$ cat config.mk
export PLATFORM = sky130hd
export DESIGN_NAME = cms_ctrl
export DESIGN_NICKNAME = d
export VERILOG_FILES = /design/src/rtl/cms_pkg.sv /design/src/rtl/cms_ctrl.sv
export SDC_FILE = /design/constraint.sdc
export NUM_CORES = 1
export LEC_CHECK = 0
export BUFFER_PORTS_ARGS = -buffer_cell sky130_fd_sc_hd__clkbuf_2
export CORE_MARGIN = 1
export CORE_UTILIZATION = 30
export CTS_BUF_LIST = sky130_fd_sc_hd__clkbuf_8
export DETAILED_ROUTE_END_ITERATION = 8
export GPL_TIMING_DRIVEN = 0
export HOLD_SLACK_MARGIN = 0.03
export SETUP_SLACK_MARGIN = 0.1
export SYNTH_ARGS = -nofsm -noshare
export SYNTH_HDL_FRONTEND = slang
export SYNTH_SLANG_ARGS = --single-unit
$ cat constraint.sdc
create_clock -name i_clk -period 7.6 [get_ports i_clk]
set_input_delay 1.52 -clock i_clk [delete_from_list [all_inputs] [get_ports i_clk]]
set_output_delay 1.52 -clock i_clk [all_outputs]
set_load 0.01 [all_outputs]
$ cat src/rtl/cms_pkg.sv
// Shared types and constants for the convex minorant slope block.
package cms_pkg;

    localparam int WEIGHT_W = 32;
    localparam int SUM_W    = 40;
    localparam int SLOPE_W  = 48;
    localparam int FIT_W    = 17;
    localparam int IDX_W    = 6;
    localparam int NUM_W    = SUM_W + 1 + 16;
    localparam int DEN_W    = WEIGHT_W + 1;

    localparam logic signed [SLOPE_W-1:0] SLOPE_MAX = {1'b0, {(SLOPE_W-1){1'b1}}};
    localparam logic signed [SLOPE_W-1:0] SLOPE_MIN = {1'b1, {(SLOPE_W-1){1'b0}}};
    localparam logic signed [SLOPE_W-1:0] SLOPE_ONE = SLOPE_W'(65536);

    // datapath operations issued by the controller
    typedef enum logic [3:0] {
        OP_NONE,
        OP_STORE,
        OP_RD_B,
        OP_RD_A,
        OP_DIV_START,
        OP_WR_SLOPE,
        OP_RD_PREV,
        OP_FILL,
        OP_RD_OUT,
        OP_CLEAR
    } t_op;

    typedef struct packed {
        t_op             op;
        logic [IDX_W-1:0] addr;
        logic             origin;
    } t_cmd;

    typedef struct packed {
        logic div_done;
        logic prev_gt;
    } t_stat;

endpackage

$ cat src/rtl/cms_ctrl.sv
// Controller: load, pooling sequencer and output drain.
module cms_ctrl #(
    parameter int MAX_POINTS = 64
) (
    input  logic                          i_clk,
    input  logic                          i_rst_n,
    input  logic                          i_valid,
    output logic                          o_stall,
    input  logic                          i_last_point,
    input  cms_pkg::t_stat                i_stat,
    output cms_pkg::t_cmd                 o_cmd,
    output logic                          o_valid,
    input  logic                          i_stall,
    output logic [cms_pkg::IDX_W-1:0]     o_point_index,
    output logic                          o_last_result
);
    import cms_pkg::*;

    localparam int CW = IDX_W + 1;

    typedef enum logic [3:0] {
        S_LOAD, S_RDB, S_RDA, S_WAITRD, S_DIV, S_DIVW, S_WRS,
        S_RDP, S_CMP, S_FILL, S_NEXT, S_ORD, S_OUT
    } t_state;

    t_state          r_state;
    logic [CW-1:0]   r_cnt;
    logic [CW-1:0]   r_i, r_j, r_m;
    logic            r_valid;
    logic [IDX_W-1:0] r_oidx;
    logic            r_olast;

    logic            w_acc;
    logic            w_oacc;
    assign w_acc  = (r_state == S_LOAD) && i_valid;
    assign w_oacc = r_valid && !i_stall;

    // command decode
    always_comb begin
        o_cmd.op     = OP_NONE;
        o_cmd.addr   = r_i[IDX_W-1:0];
        o_cmd.origin = 1'b0;
        case (r_state)
            S_LOAD: begin
                o_cmd.addr = r_cnt[IDX_W-1:0];
                if (w_acc && r_cnt < CW'(MAX_POINTS))
                    o_cmd.op = OP_STORE;
            end
            S_RDB: o_cmd.op = OP_RD_B;
            S_RDA: begin
                o_cmd.op     = OP_RD_A;
                o_cmd.addr   = IDX_W'(r_j - 1'b1);
                o_cmd.origin = (r_j == '0);
            end
            S_DIV: o_cmd.op = OP_DIV_START;
            S_WRS: o_cmd.op = OP_WR_SLOPE;
            S_RDP: o_cmd.addr = IDX_W'(r_j - 1'b1);
            S_FILL: begin
                o_cmd.op   = OP_FILL;
                o_cmd.addr = r_m[IDX_W-1:0];
            end
            S_ORD: o_cmd.addr = r_i[IDX_W-1:0];
            S_OUT: o_cmd.addr = IDX_W'(r_i + (w_oacc ? 1'b1 : 1'b0));
            default: ;
        endcase
    end

    // state and registered outputs
    always_ff @(posedge i_clk) begin
        if (!i_rst_n) begin
            r_state <= S_LOAD;
            r_cnt   <= '0;
            r_valid <= 1'b0;
        end else begin
            case (r_state)
                S_LOAD: if (i_valid) begin
                    if (r_cnt < CW'(MAX_POINTS))
                        r_cnt <= r_cnt + 1'b1;
                    if (i_last_point) begin
                        r_i <= '0;
                        if (r_cnt == '0 && MAX_POINTS > 0) begin
                            r_cnt   <= CW'(1);
                            r_state <= S_RDB;
                        end else
                            r_state <= S_RDB;
                        r_j <= '0;
                    end
                end
                S_RDB: r_state <= S_RDA;
                S_RDA: r_state <= S_WAITRD;
                S_WAITRD: r_state <= S_DIV;
                S_DIV: r_state <= S_DIVW;
                S_DIVW: if (i_stat.div_done) r_state <= S_WRS;
                S_WRS: begin
                    r_m <= r_j;
                    if (r_j != r_i) r_state <= S_FILL;
                    else r_state <= S_RDP;
                end
                S_FILL: begin
                    r_m <= r_m + 1'b1;
                    if (r_m + 1'b1 >= r_i) r_state <= S_RDP;
                end
                S_RDP: begin
                    if (r_j == '0) r_state <= S_NEXT;
                    else r_state <= S_CMP;
                end
                S_CMP: begin
                    if (i_stat.prev_gt) begin
                        r_j     <= r_j - 1'b1;
                        r_state <= S_RDB;
                    end else
                        r_state <= S_NEXT;
                end
                S_NEXT: begin
                    if (r_i + 1'b1 >= r_cnt) begin
                        r_i     <= '0;
                        r_state <= S_ORD;
                    end else begin
                        r_i     <= r_i + 1'b1;
                        r_j     <= r_i + 1'b1;
                        r_state <= S_RDB;
                    end
                end
                S_ORD: begin
                    r_valid <= 1'b1;
                    r_oidx  <= r_i[IDX_W-1:0];
                    r_olast <= (r_i + 1'b1 == r_cnt);
                    r_state <= S_OUT;
                end
                S_OUT: if (w_oacc) begin
                    if (r_olast) begin
                        r_valid <= 1'b0;
                        r_cnt   <= '0;
                        r_state <= S_LOAD;
                    end else begin
                        r_i     <= r_i + 1'b1;
                        r_oidx  <= IDX_W'(r_i + 1'b1);
                        r_olast <= (r_i + 2'd2 == r_cnt);
                    end
                end
                default: r_state <= S_LOAD;
            endcase
        end
    end

    assign o_stall       = (r_state != S_LOAD);
    assign o_valid       = r_valid;
    assign o_point_index = r_oidx;
    assign o_last_result = r_olast;
endmodule

=== Word-level counts from Yosys, hierarchy flattened ===
Index checks and enable logic that the tools add are counted.

* Register bits after elaboration: 40
* Latch bits: 0
* Bits in writable memories: 0
* Bits in read-only memories: 0
* Input bits: 7
* Output and inout bits: 20
* Word-level logic and storage cells: 105
* Memories kept: 0

* Add/sub/neg operators: 6
* Multiply operators: 0
* Divide/modulo/power cells: 0
* Order comparisons: 3
* Equal/unequal tests: 24
* Shift-type cells: 0
* Mux-type cells: 42
* Bitwise gates (word level): 0
* Reduce and logical (&&, ||, !) cells: 22

{| class="wikitable"
|+ Operator list
! operator !! count
|-
| $mux 7 || 13
|-
| $pmux 4 s13 || 1
|-
| $pmux 7 s3 || 2
|-
| $mux 4 || 9
|-
| $pmux 7 s2 || 2
|-
| $pmux 4 s6 || 1
|-
| $pmux 6 s4 || 1
|-
| $add 7x1->7 const B || 3
|-
| $eq 4x4->1 const B || 5
|-
| $ne 2x2->1 const B || 9
|-
| $reduce_and 6->1 || 3
|-
| $eq 4x3->1 const B || 4
|-
| $eq 7x7->1 || 2
|-
| $ge 7x7->1 || 2
|-
| $logic_not 7->1 || 2
|-
| $mux 6 || 2
|-
| $pmux 6 s2 || 1
|-
| $eq 4x2->1 const B || 2
|-
| $reduce_and 4->1 || 2
|-
| $add 7x2->7 const B || 1
|-
| $lt 7x7->1 const B || 1
|-
| $mux 1 || 7
|-
| $ne 7x7->1 || 1
|-
| $sub 7x1->7 const B || 1
|-
| other kinds (13) || 20
|}

=== Depth between registers and ports, before layout ===
Gate-level depths: netlist (run 1).

* Depth after elaboration: 6
* Depth in mapped cells: 11
* Depth with buffers taken out: 11

=== Least setup slack after synthesis (run 1) ===
OpenSTA, ideal clock, no wires.

* Path kind: input -> output
* From: in i_stall
* To: out o_cmd[5] (netlist bit)
* Arrival time: 2.771 ns
* Required time: 6.080 ns
* Setup slack: 3.309 ns
* Stages: 5
* Buffers on the path: 0
* Cell sequence: nor2b_1 -> ha_1 -> ha_1 -> nand2_1 -> o311ai_0

{| class="wikitable"
|+ RTL lines
! what !! RTL line !! source
|-
| start, declared || cms_ctrl.sv:13 || <nowiki>input logic i_stall,</nowiki>
|-
| end, declared || cms_ctrl.sv:11 || <nowiki>output cms_pkg::t_cmd o_cmd,</nowiki>
|}

==> results of run 1 <==
==> worst max-delay path: cells and delay by family <==
kind            cells  cell delay (ns)
buf+inv             2             0.25
fa+ha+maj           2             0.53
compound gates      2             0.52
simple gates        1             0.37
==> cells by family (layout without fill, tap and decap cells) <==
group | after synthesis | after routing | synth area share [%]
AO/OA/AOI/OAI | 78 | 78 | 16.2
AND/OR/NAND/NOR | 148 | 148 | 23.1
other | 1 | 1 | 0.116
multiplexers | 2 | 2 | 0.621
adder cells (fa/ha/maj) | 24 | 24 | 9.31
buffers and inverters | 51 | 83 | 6.83
flip-flops | 40 | 40 | 33.5
XOR/XNOR | 38 | 38 | 10.3
==> synthesized netlist by cell type (all sizes together) (5+ instances only) <==
cell type / number / share of area, %
nand2: 50 / 5.9
inv: 29 / 3.4
edfxtp: 28 / 26
nor2: 27 / 3.1
xnor2: 25 / 6.8
ha: 24 / 9.3
o21ai: 22 / 3.4
nand3: 14 / 2.2
a21oi: 13 / 2.0
xor2: 13 / 3.5
clkbuf: 12 / 1.4
dfxtp: 12 / 7.4
nor3: 11 / 1.7
buf: 10 / 2.1
nor4: 8 / 2.0
o22ai: 8 / 1.6
nor2b: 6 / 1.2
nand2b: 5 / 0.97
nor3b: 5 / 1.2
==> cell type report <==
type | count | area [um^2]
multi-input combinational | 291 | 1920
clock inverter | 2 | 8.76
tap | 136 | 170
sequential | 40 | 1080
inverter | 29 | 109
fill | 1132 | 6770
buffer | 22 | 111
clock buffer | 5 | 68.8
timing repair buffer | 25 | 125
==> routing by layer <==
| layer | vias up | share of wire [%] |
|---|---|---|
| met2 | 138 | 44 |
| met5 | - | 0 |
| met3 | 18 | 6.9 |
| met4 | 0 | 2.5 |
| li1 | 1422 | - |
| met1 | 1382 | 46 |
==> placed cells by master, fill, tap and decap left out, types with 12 or more instances in the layout <==
cell type / count
clkbuf_2: 25
xnor2_1: 25
xor2_1: 13
o21ai_0: 21
inv_1: 29
a21oi_1: 13
clkbuf_1: 12
nand3_1: 14
ha_1: 24
dfxtp_1: 12
nor2_1: 27
nand2_1: 49
edfxtp_1: 28
==> per-stage QoR <==
stage / util, % / setup WS (ns) / instances / hold slack [ns]
4_1_cts: 34.7 / 2.88 / 550 / 0.543
3_3_place_gp: 34.0 / 2.87 / 543 / 0.486
3_5_place_dp: 34.0 / 2.90 / 543 / 0.515
5_1_grt: 34.7 / 2.74 / 550 / 0.590
6_report: 34.7 / 2.88 / 550 / 0.533
2_1_floorplan: - / 3.31 / 382 / 0.505
==> worst max-delay path by stage <==
stage               startpoint  slack [ns]       end  cells after the start
floorplan              i_stall        3.31  o_cmd[5]                      5
global placement       i_stall        2.87  o_cmd[5]                      7
detailed placement     i_stall        2.90  o_cmd[2]                      7
CTS                    i_stall        2.88  o_cmd[2]                      7
global route           i_stall        2.74  o_cmd[2]                      7
finish                 i_stall        2.88  o_cmd[2]                      7
==> sequential cells by signal (all words and copies together) (netlist names) <==
signal,cells
o_last_result,1
o_point_index,6
o_valid,1
r_cnt,7
r_i,7
r_j,7
r_m,7
r_state,4
==> where the power goes <==
group	switching [mW]	internal (mW)	total, mW
Sequential	0.0429	0.267	0.310
Clock	0.0739	0.0612	0.135
Combinational	0.237	0.157	0.394
==> reports/results.txt, run 1 <==
Crit-path slowest cell - nor2b_1
First DRT Iteration DRCs - 224
Ys async rst share - 0%
Number of flops mapped to enable cells by yosys - 28
Hold path cells - 2
RSZ-0062 raised after global routing - no
Synthesized cell area - 3230 um^2
Setup Fix Bufs, Post-CTS - 0
IO Pins - 27
CTS Buf Count - 5
Total track usage - 16.3%
Hold Path Class - register to register
Via Count - 2960
Die X - 106 um
Gr ovfl total - 0
Via/cell ratio - 5.38
Final worst path period share - 62.0%
Post-CTS Hold Buffers - 0
Final GP Congestion - 0.929
Antenna violations before repair - 0
Starting Density - 31.1%
Vias in the first global route - 2807
Setup-failing EPs final - 0
CTS H-tree depth - 2
Relative slew slack - 27.1%
# rows - 37
RR Endpoint - r_j[1]
Root Driver - clkbuf_8
CP startpoint kind - input port
Post-Syn Instances - 382
Largest net degree at the start of global routing - 12
Worst R2R Path Depth - 11
Cts repair resizes - 0
Avg Cell Area, Syn - 8.44 um^2
Antenna diodes - 0
Met3 usage - 2.35%
Post-synthesis sequential area ratio - 33.5%
Core area - 10400 um^2
Worst path cell trace - clkbuf_2 -> nor2b_1 -> ha_1 -> ha_1 -> a222oi_1 -> o211ai_1 -> clkbuf_2
Worst-Margin Slew - 1.09 ns
Syn_nets - 413
Setup TNS Final - 0 ns
Pwr Total - 0.839 mW
Die area - 11200 um^2
Final min period - 4.72 ns
Launching point of the worst reg2reg path - r_i[0]
Max Cap Violations - 0
Worst R2R Setup Slack - 3.63 ns
Routed Antenna Nets - 0
Max FO, Critical Path - 5
Top Usage Layer GRT - met2
Routed len/inst - 16.3 um
Crit. End Element - primary output
TritonCTS clock tree - built
Worst-path clk slew - 0.08 ns
Leakage Power - 1.36 nW
Top FF cell, synth - edfxtp_1
Critical path class - input port to primary output
DIE HEIGHT - 106 um
Deepest clock path buffer count - 2
Placed inst area - 3520 um^2
Worst Hold End - o_valid
Met1 usage - 22.6%
Clock skew - 0.00761 ns
First-pass GRT wire length - 14300 um
Share of layout cells above drive strength 1 - 11.1%
GR Layer Usage met2 - 25.8%
DR DRC count - 0
HP Start - o_valid
DRT Pass-1 Iters - 7
Final Hold Vio Count - 0
Crit path arrival time - 3.20 ns
Cell variety after synth - 64
Worst VDD drop - 151 uV
Sink Count - 40
Flops & latches, synth - 40
Crit-path max cell delay - 0.37 ns
DP HPWL - 6960 um
P&R area growth vs syn - 11.6%
Layout Nets - 445
Number of port buffers - 25
Final WL - 8950 um
Run status - finished clean
FMAX - 0.212 GHz
Synth Warn # - 0
Max-slew violations - 0
Clk_lat worst skew - 0.29 ns
Req. time, crit path - 6.08 ns
Post-route cell area - 3600 um^2
PD cells - 233 nW/um^2
Power figures use the tool's default switching activity.
==> run 2, diff against run 1 <==
==> constraint.sdc (replaced) <==
create_clock -name i_clk -period 3.9 [get_ports i_clk]
set_input_delay 0.78 -clock i_clk [delete_from_list [all_inputs] [get_ports i_clk]]
set_output_delay 0.78 -clock i_clk [all_outputs]
set_load 0.01 [all_outputs]
==> run 2 against run 1 <==
Against the previous run: combinational power is 100% higher; register-to-register slack worse by 3.2 ns; clock-buffer cell count stayed put; power is 98% higher; critical path depth is 4 higher; largest cell class unchanged; highest routed layer unchanged.
==> reports/results.txt, run 2 (synthesis gave the netlist of run 1 again) <==
Root Driver - clkbuf_8
Final min period - 3.46 ns
Routed Antenna Nets - 0
Clk_lat worst skew - 0.29 ns
Die X - 106 um
Worst-Margin Slew - 1.06 ns
Sink Count - 40
Layout Nets - 448
Crit. End Element - register
Post-CTS Hold Buffers - 0
Clock skew - 0.00916 ns
First-pass GRT wire length - 14400 um
Hold slack - 0.537 ns
Setup TNS Final - 0 ns
Gr ovfl total - 0
Largest net degree at the start of global routing - 12
Vias in the first global route - 2808
Setup-failing EPs final - 0
Antenna violations before repair - 0
CP startpoint kind - register
IO Pins - 27
Starting Density - 31.1%
Most frequent cells in the layout - nand2_1, inv_1, edfxtp_1
# rows - 37
Antenna diodes - 0
Final core occ - 35.1%
Commonest non-fill, non-tap cell in the layout - nand2_1
PD cells - 455 nW/um^2
Worst R2R Setup Slack - 0.44 ns
Run status - finished clean
P&R area growth vs syn - 12.8%
First DRT Iteration DRCs - 238
Total track usage - 16.4%
Critical path class - register to register
Final worst path period share - 88.8%
CTS Buf Count - 5
Via Count - 2932
Worst VDD drop - 297 uV
FMAX - 0.289 GHz
Via/cell ratio - 5.30
Share of layout cells above drive strength 1 - 12.0%
RSZ-0062 raised after global routing - no
Routed len/inst - 16.2 um
Crit path arrival time - 3.40 ns
Max FO, Critical Path - 8
Relative slew slack - 29.0%
Final Hold Vio Count - 0
DRT Pass-1 Iters - 5
Core area - 10400 um^2
TritonCTS clock tree - built
Max-slew violations - 0
DIE HEIGHT - 106 um
Max Cap Violations - 0
Hold Path Class - register to register
Deepest clock path buffer count - 2
Final WL - 8970 um
DP HPWL - 6960 um
DR DRC count - 0
Worst-path clk slew - 0.08 ns
CTS H-tree depth - 2
Req. time, crit path - 3.84 ns
Final GP Congestion - 0.929
Number of port buffers - 25
Leakage Power - 1.38 nW
Fillers - 1126
Die area - 11200 um^2
-- run 2: changes by cell type in the layout (fill, tap and decap cells not counted), sizes merged --
cell  before  now
buf       10   13
-- run 2: path summary, 6_finish.rpt --
check	startpoint	end	cells after the start
min	o_valid	o_valid	2
max reg2reg	r_i[1]	r_j[0]	11
min reg2reg	o_valid	o_valid	2
max	r_i[1]	r_j[0]	11
-- run 2: power breakdown --
part	leakage (nW)	internal (mW)	total (mW)	switching, mW
Combinational	0.978	0.320	0.794	0.475
Sequential	0.358	0.520	0.599	0.0789
Clock	0.0452	0.119	0.264	0.144
-- run 2: timing repair --
action / in CTS / in global routing
pin swaps: 0 / 0
hold endpoints to repair: 0 / 0
endpoints found under the setup margin: 7 / 7
resized for setup: 1 / 1
setup buffers: 0 / 3
-- run 2: worst max-delay path, cell delays in order (launching register included) --
cell	delay (ns)
edfxtp_1	0.58
ha_1	0.29
nand3_1	0.15
nor3_1	0.22
xnor2_1	0.26
inv_1	0.11
ha_1	0.31
a21oi_1	0.14
o21ai_0	0.10
a21oi_1	0.27
o22ai_1	0.23
a311oi_4	0.44
-- run 2: metal layers --
layer	GRT usage, %	vias up	part of all wire (%)
met5	0	-	0
met4	5.85	0	2.8
met3	2.35	22	6.4
met2	25.9	121	44
met1	22.7	1362	47
li1	-	1427	-
-- run 2: through the flow --
stage,power (mW),std cells,cell area (um^2),setup slack [ns]
after CTS,1.64,550,3600,0.295
after global placement,1.36,543,3520,0.0296
final,1.66,553,3640,0.438
after global routing,1.77,553,3640,0.176
after floorplan,1.14,382,3230,0.792
after detailed placement,1.37,543,3520,0.0218
-- run 2: area by class of cell --
class                           instances  area (um^2)  share of cell area, %
Clock inverter                          2         8.76                  0.241
Inverter                               29          109                   2.99
Sequential cell                        40         1080                   29.7
Clock buffer                            5         68.8                   1.89
Tap cell                              136          170                   4.68
Buffer                                 22          111                   3.06
Timing Repair Buffer                   28          148                   4.06
Multi-Input combinational cell        291         1940                   53.4
==> run 3, diff against run 2 <==
--- a/config.mk
+++ b/config.mk
@@ -6,12 +6,13 @@
 export NUM_CORES = 1
 export LEC_CHECK = 0
 export BUFFER_PORTS_ARGS = -buffer_cell sky130_fd_sc_hd__clkbuf_2
-export CORE_MARGIN = 1
-export CORE_UTILIZATION = 30
+export CORE_MARGIN = 8
+export CORE_UTILIZATION = 55
 export CTS_BUF_LIST = sky130_fd_sc_hd__clkbuf_8
 export DETAILED_ROUTE_END_ITERATION = 8
 export GPL_TIMING_DRIVEN = 0
 export HOLD_SLACK_MARGIN = 0.03
+export PLACE_DENSITY = 0.77
 export SETUP_SLACK_MARGIN = 0.1
 export SYNTH_ARGS = -nofsm -noshare
 export SYNTH_HDL_FRONTEND = slang
==> run 3 against run 2 <==
Against the previous run: wire length fell by 2.2%; sequential power about the same; critical path depth is the same; global-route usage is 4.1 points higher; combinational power about the same; sequential share of layout area up 0.52 points; final area fell by 1.7%; die area down 23%; core utilization is 27 points higher; clock power up 5%; largest power group unchanged.
==> reports/results.txt, run 3 (synthesis gave the netlist of run 1 again) <==
Run status - finished clean
Clock skew - 0.00543 ns
DP HPWL - 6750 um
RR Endpoint - r_j[3]
Most frequent cells in the layout - nand2_1, inv_1, edfxtp_1
Final worst path period share - 91.5%
Crit path arrival time - 3.51 ns
First-pass GRT wire length - 14100 um
Commonest non-fill, non-tap cell in the layout - nand2_1
DIE HEIGHT - 92.6 um
Die area - 8570 um^2
Final GP Congestion - 0.947
RSZ-0062 raised after global routing - no
Worst R2R Path Depth - 11
P&R area growth vs syn - 10.9%
Max FO, Critical Path - 10
Clk_lat worst skew - 0.30 ns
Layout Nets - 449
Final WL - 8770 um
Worst-Margin Slew - 1.03 ns
CP startpoint kind - register
Vias in the first global route - 2891
Hold Path Class - register to register
Relative slew slack - 31.4%
Largest net degree at the start of global routing - 13
Via Count - 3037
Routed len/inst - 17.8 um
Total track usage - 20.5%
Req. time, crit path - 3.84 ns
Post-CTS Hold Buffers - 0
Setup TNS Final - 0 ns
Setup-failing EPs final - 0
Hold path cells - 2
Via/cell ratio - 6.15
Seq. cell area - 1080 um^2
Critical path class - register to register
Core area - 5780 um^2
IO Pins - 27
Area of the multi-input gates - 1940 um^2
Fillers - 515
Final min period - 3.57 ns
CTS Buf Count - 5
Number of port buffers - 25
Antenna diodes - 0
First DRT Iteration DRCs - 301
Die X - 92.6 um
Gr ovfl total - 0
Worst-path clk slew - 0.08 ns
Pre-CTS setup slack - -0.0400 ns
CTS H-tree depth - 2
Worst VDD drop - 281 uV
Non-Filler Instances - 494
DR DRC count - 0
Placed cell count - 482
Crit. End Element - register
Pwr Total - 1.67 mW
Leakage Power - 1.39 nW
PD cells - 467 nW/um^2
Placed inst area - 3440 um^2
Final Hold Vio Count - 0
Worst Hold End - o_valid
TritonCTS clock tree - built
Max Cap Violations - 0
FMAX - 0.280 GHz
Root Driver - clkbuf_8
Setup ws final - 0.331 ns
Deepest clock path buffer count - 2
Sink Count - 40
Crit path from - r_i[3]
Max-slew violations - 0
HP Start - o_valid
Routed Antenna Nets - 0
Post-route cell area - 3580 um^2
Worst R2R Setup Slack - 0.33 ns
Antenna violations before repair - 0
# rows - 28
DRT Pass-1 Iters - 5
Starting Density - 55.8%
Launching point of the worst reg2reg path - r_i[3]
Share of layout cells above drive strength 1 - 12.6%
[run 3: repair_timing]
item,4_1_cts,5_1_grt
resized for setup,1,3
pin swaps,0,1
setup buffers,0,4
endpoints found under the setup margin,7,7
[run 3: routing by layer]
layer  part of all wire [%]  up-vias  routed length [um]  global-route usage, %
met5                      0        -                   0                      0
met4                    2.9        0                 258                   7.92
met3                    8.1       28                 709                   3.40
met2                     47      151                4160                   33.8
met1                     42     1425                3650                   26.1
li1                       -     1433                   -                      -
[run 3: layout make-up]
| cell class | instances | share of cell area (%) |
|---|---|---|
| Inverter | 29 | 3.04 |
| Tap cell | 75 | 2.62 |
| Timing Repair Buffer | 29 | 4.34 |
| Clock buffer | 5 | 1.92 |
| Buffer | 22 | 3.15 |
| Clock inverter | 3 | 0.385 |
| Multi-Input combinational cell | 291 | 54.3 |
| Sequential cell | 40 | 30.2 |
[run 3: worst max-delay path by stage]
stage,endpoint,slack [ns],cells past startpoint
global placement,r_j[5],0.02,11
CTS,r_j[5],0.28,11
finish,r_j[3],0.33,11
global route,r_j[6],0.11,11
floorplan,r_j[0],0.79,11
detailed placement,r_j[4],-0.04,11
[run 3: per-stage QoR]
step	hold slack, ns	utilization, %
5_1_grt	0.565	61.9
6_report	0.502	61.9
2_1_floorplan	0.505	-
3_3_place_gp	0.479	59.6
3_5_place_dp	0.495	59.6
4_1_cts	0.507	61.1
[run 3: worst max-delay path: stages, from the launching register on]
cell and delay [ns]:
edfxtp_1 0.40, buf_1 0.40, nand3_1 0.22, nor3_1 0.23, xnor2_1 0.29, inv_1 0.10, ha_1 0.30, a21oi_1 0.12
o21ai_0 0.12, a21oi_1 0.28, o22ai_1 0.21, a311oi_4 0.53
[run 3: where the power goes]
part           internal (mW)  leakage (nW)  switching [mW]  total (mW)
Clock                  0.122        0.0453           0.154       0.276
Combinational          0.321         0.987           0.472       0.793
Sequential             0.520         0.358          0.0790       0.599
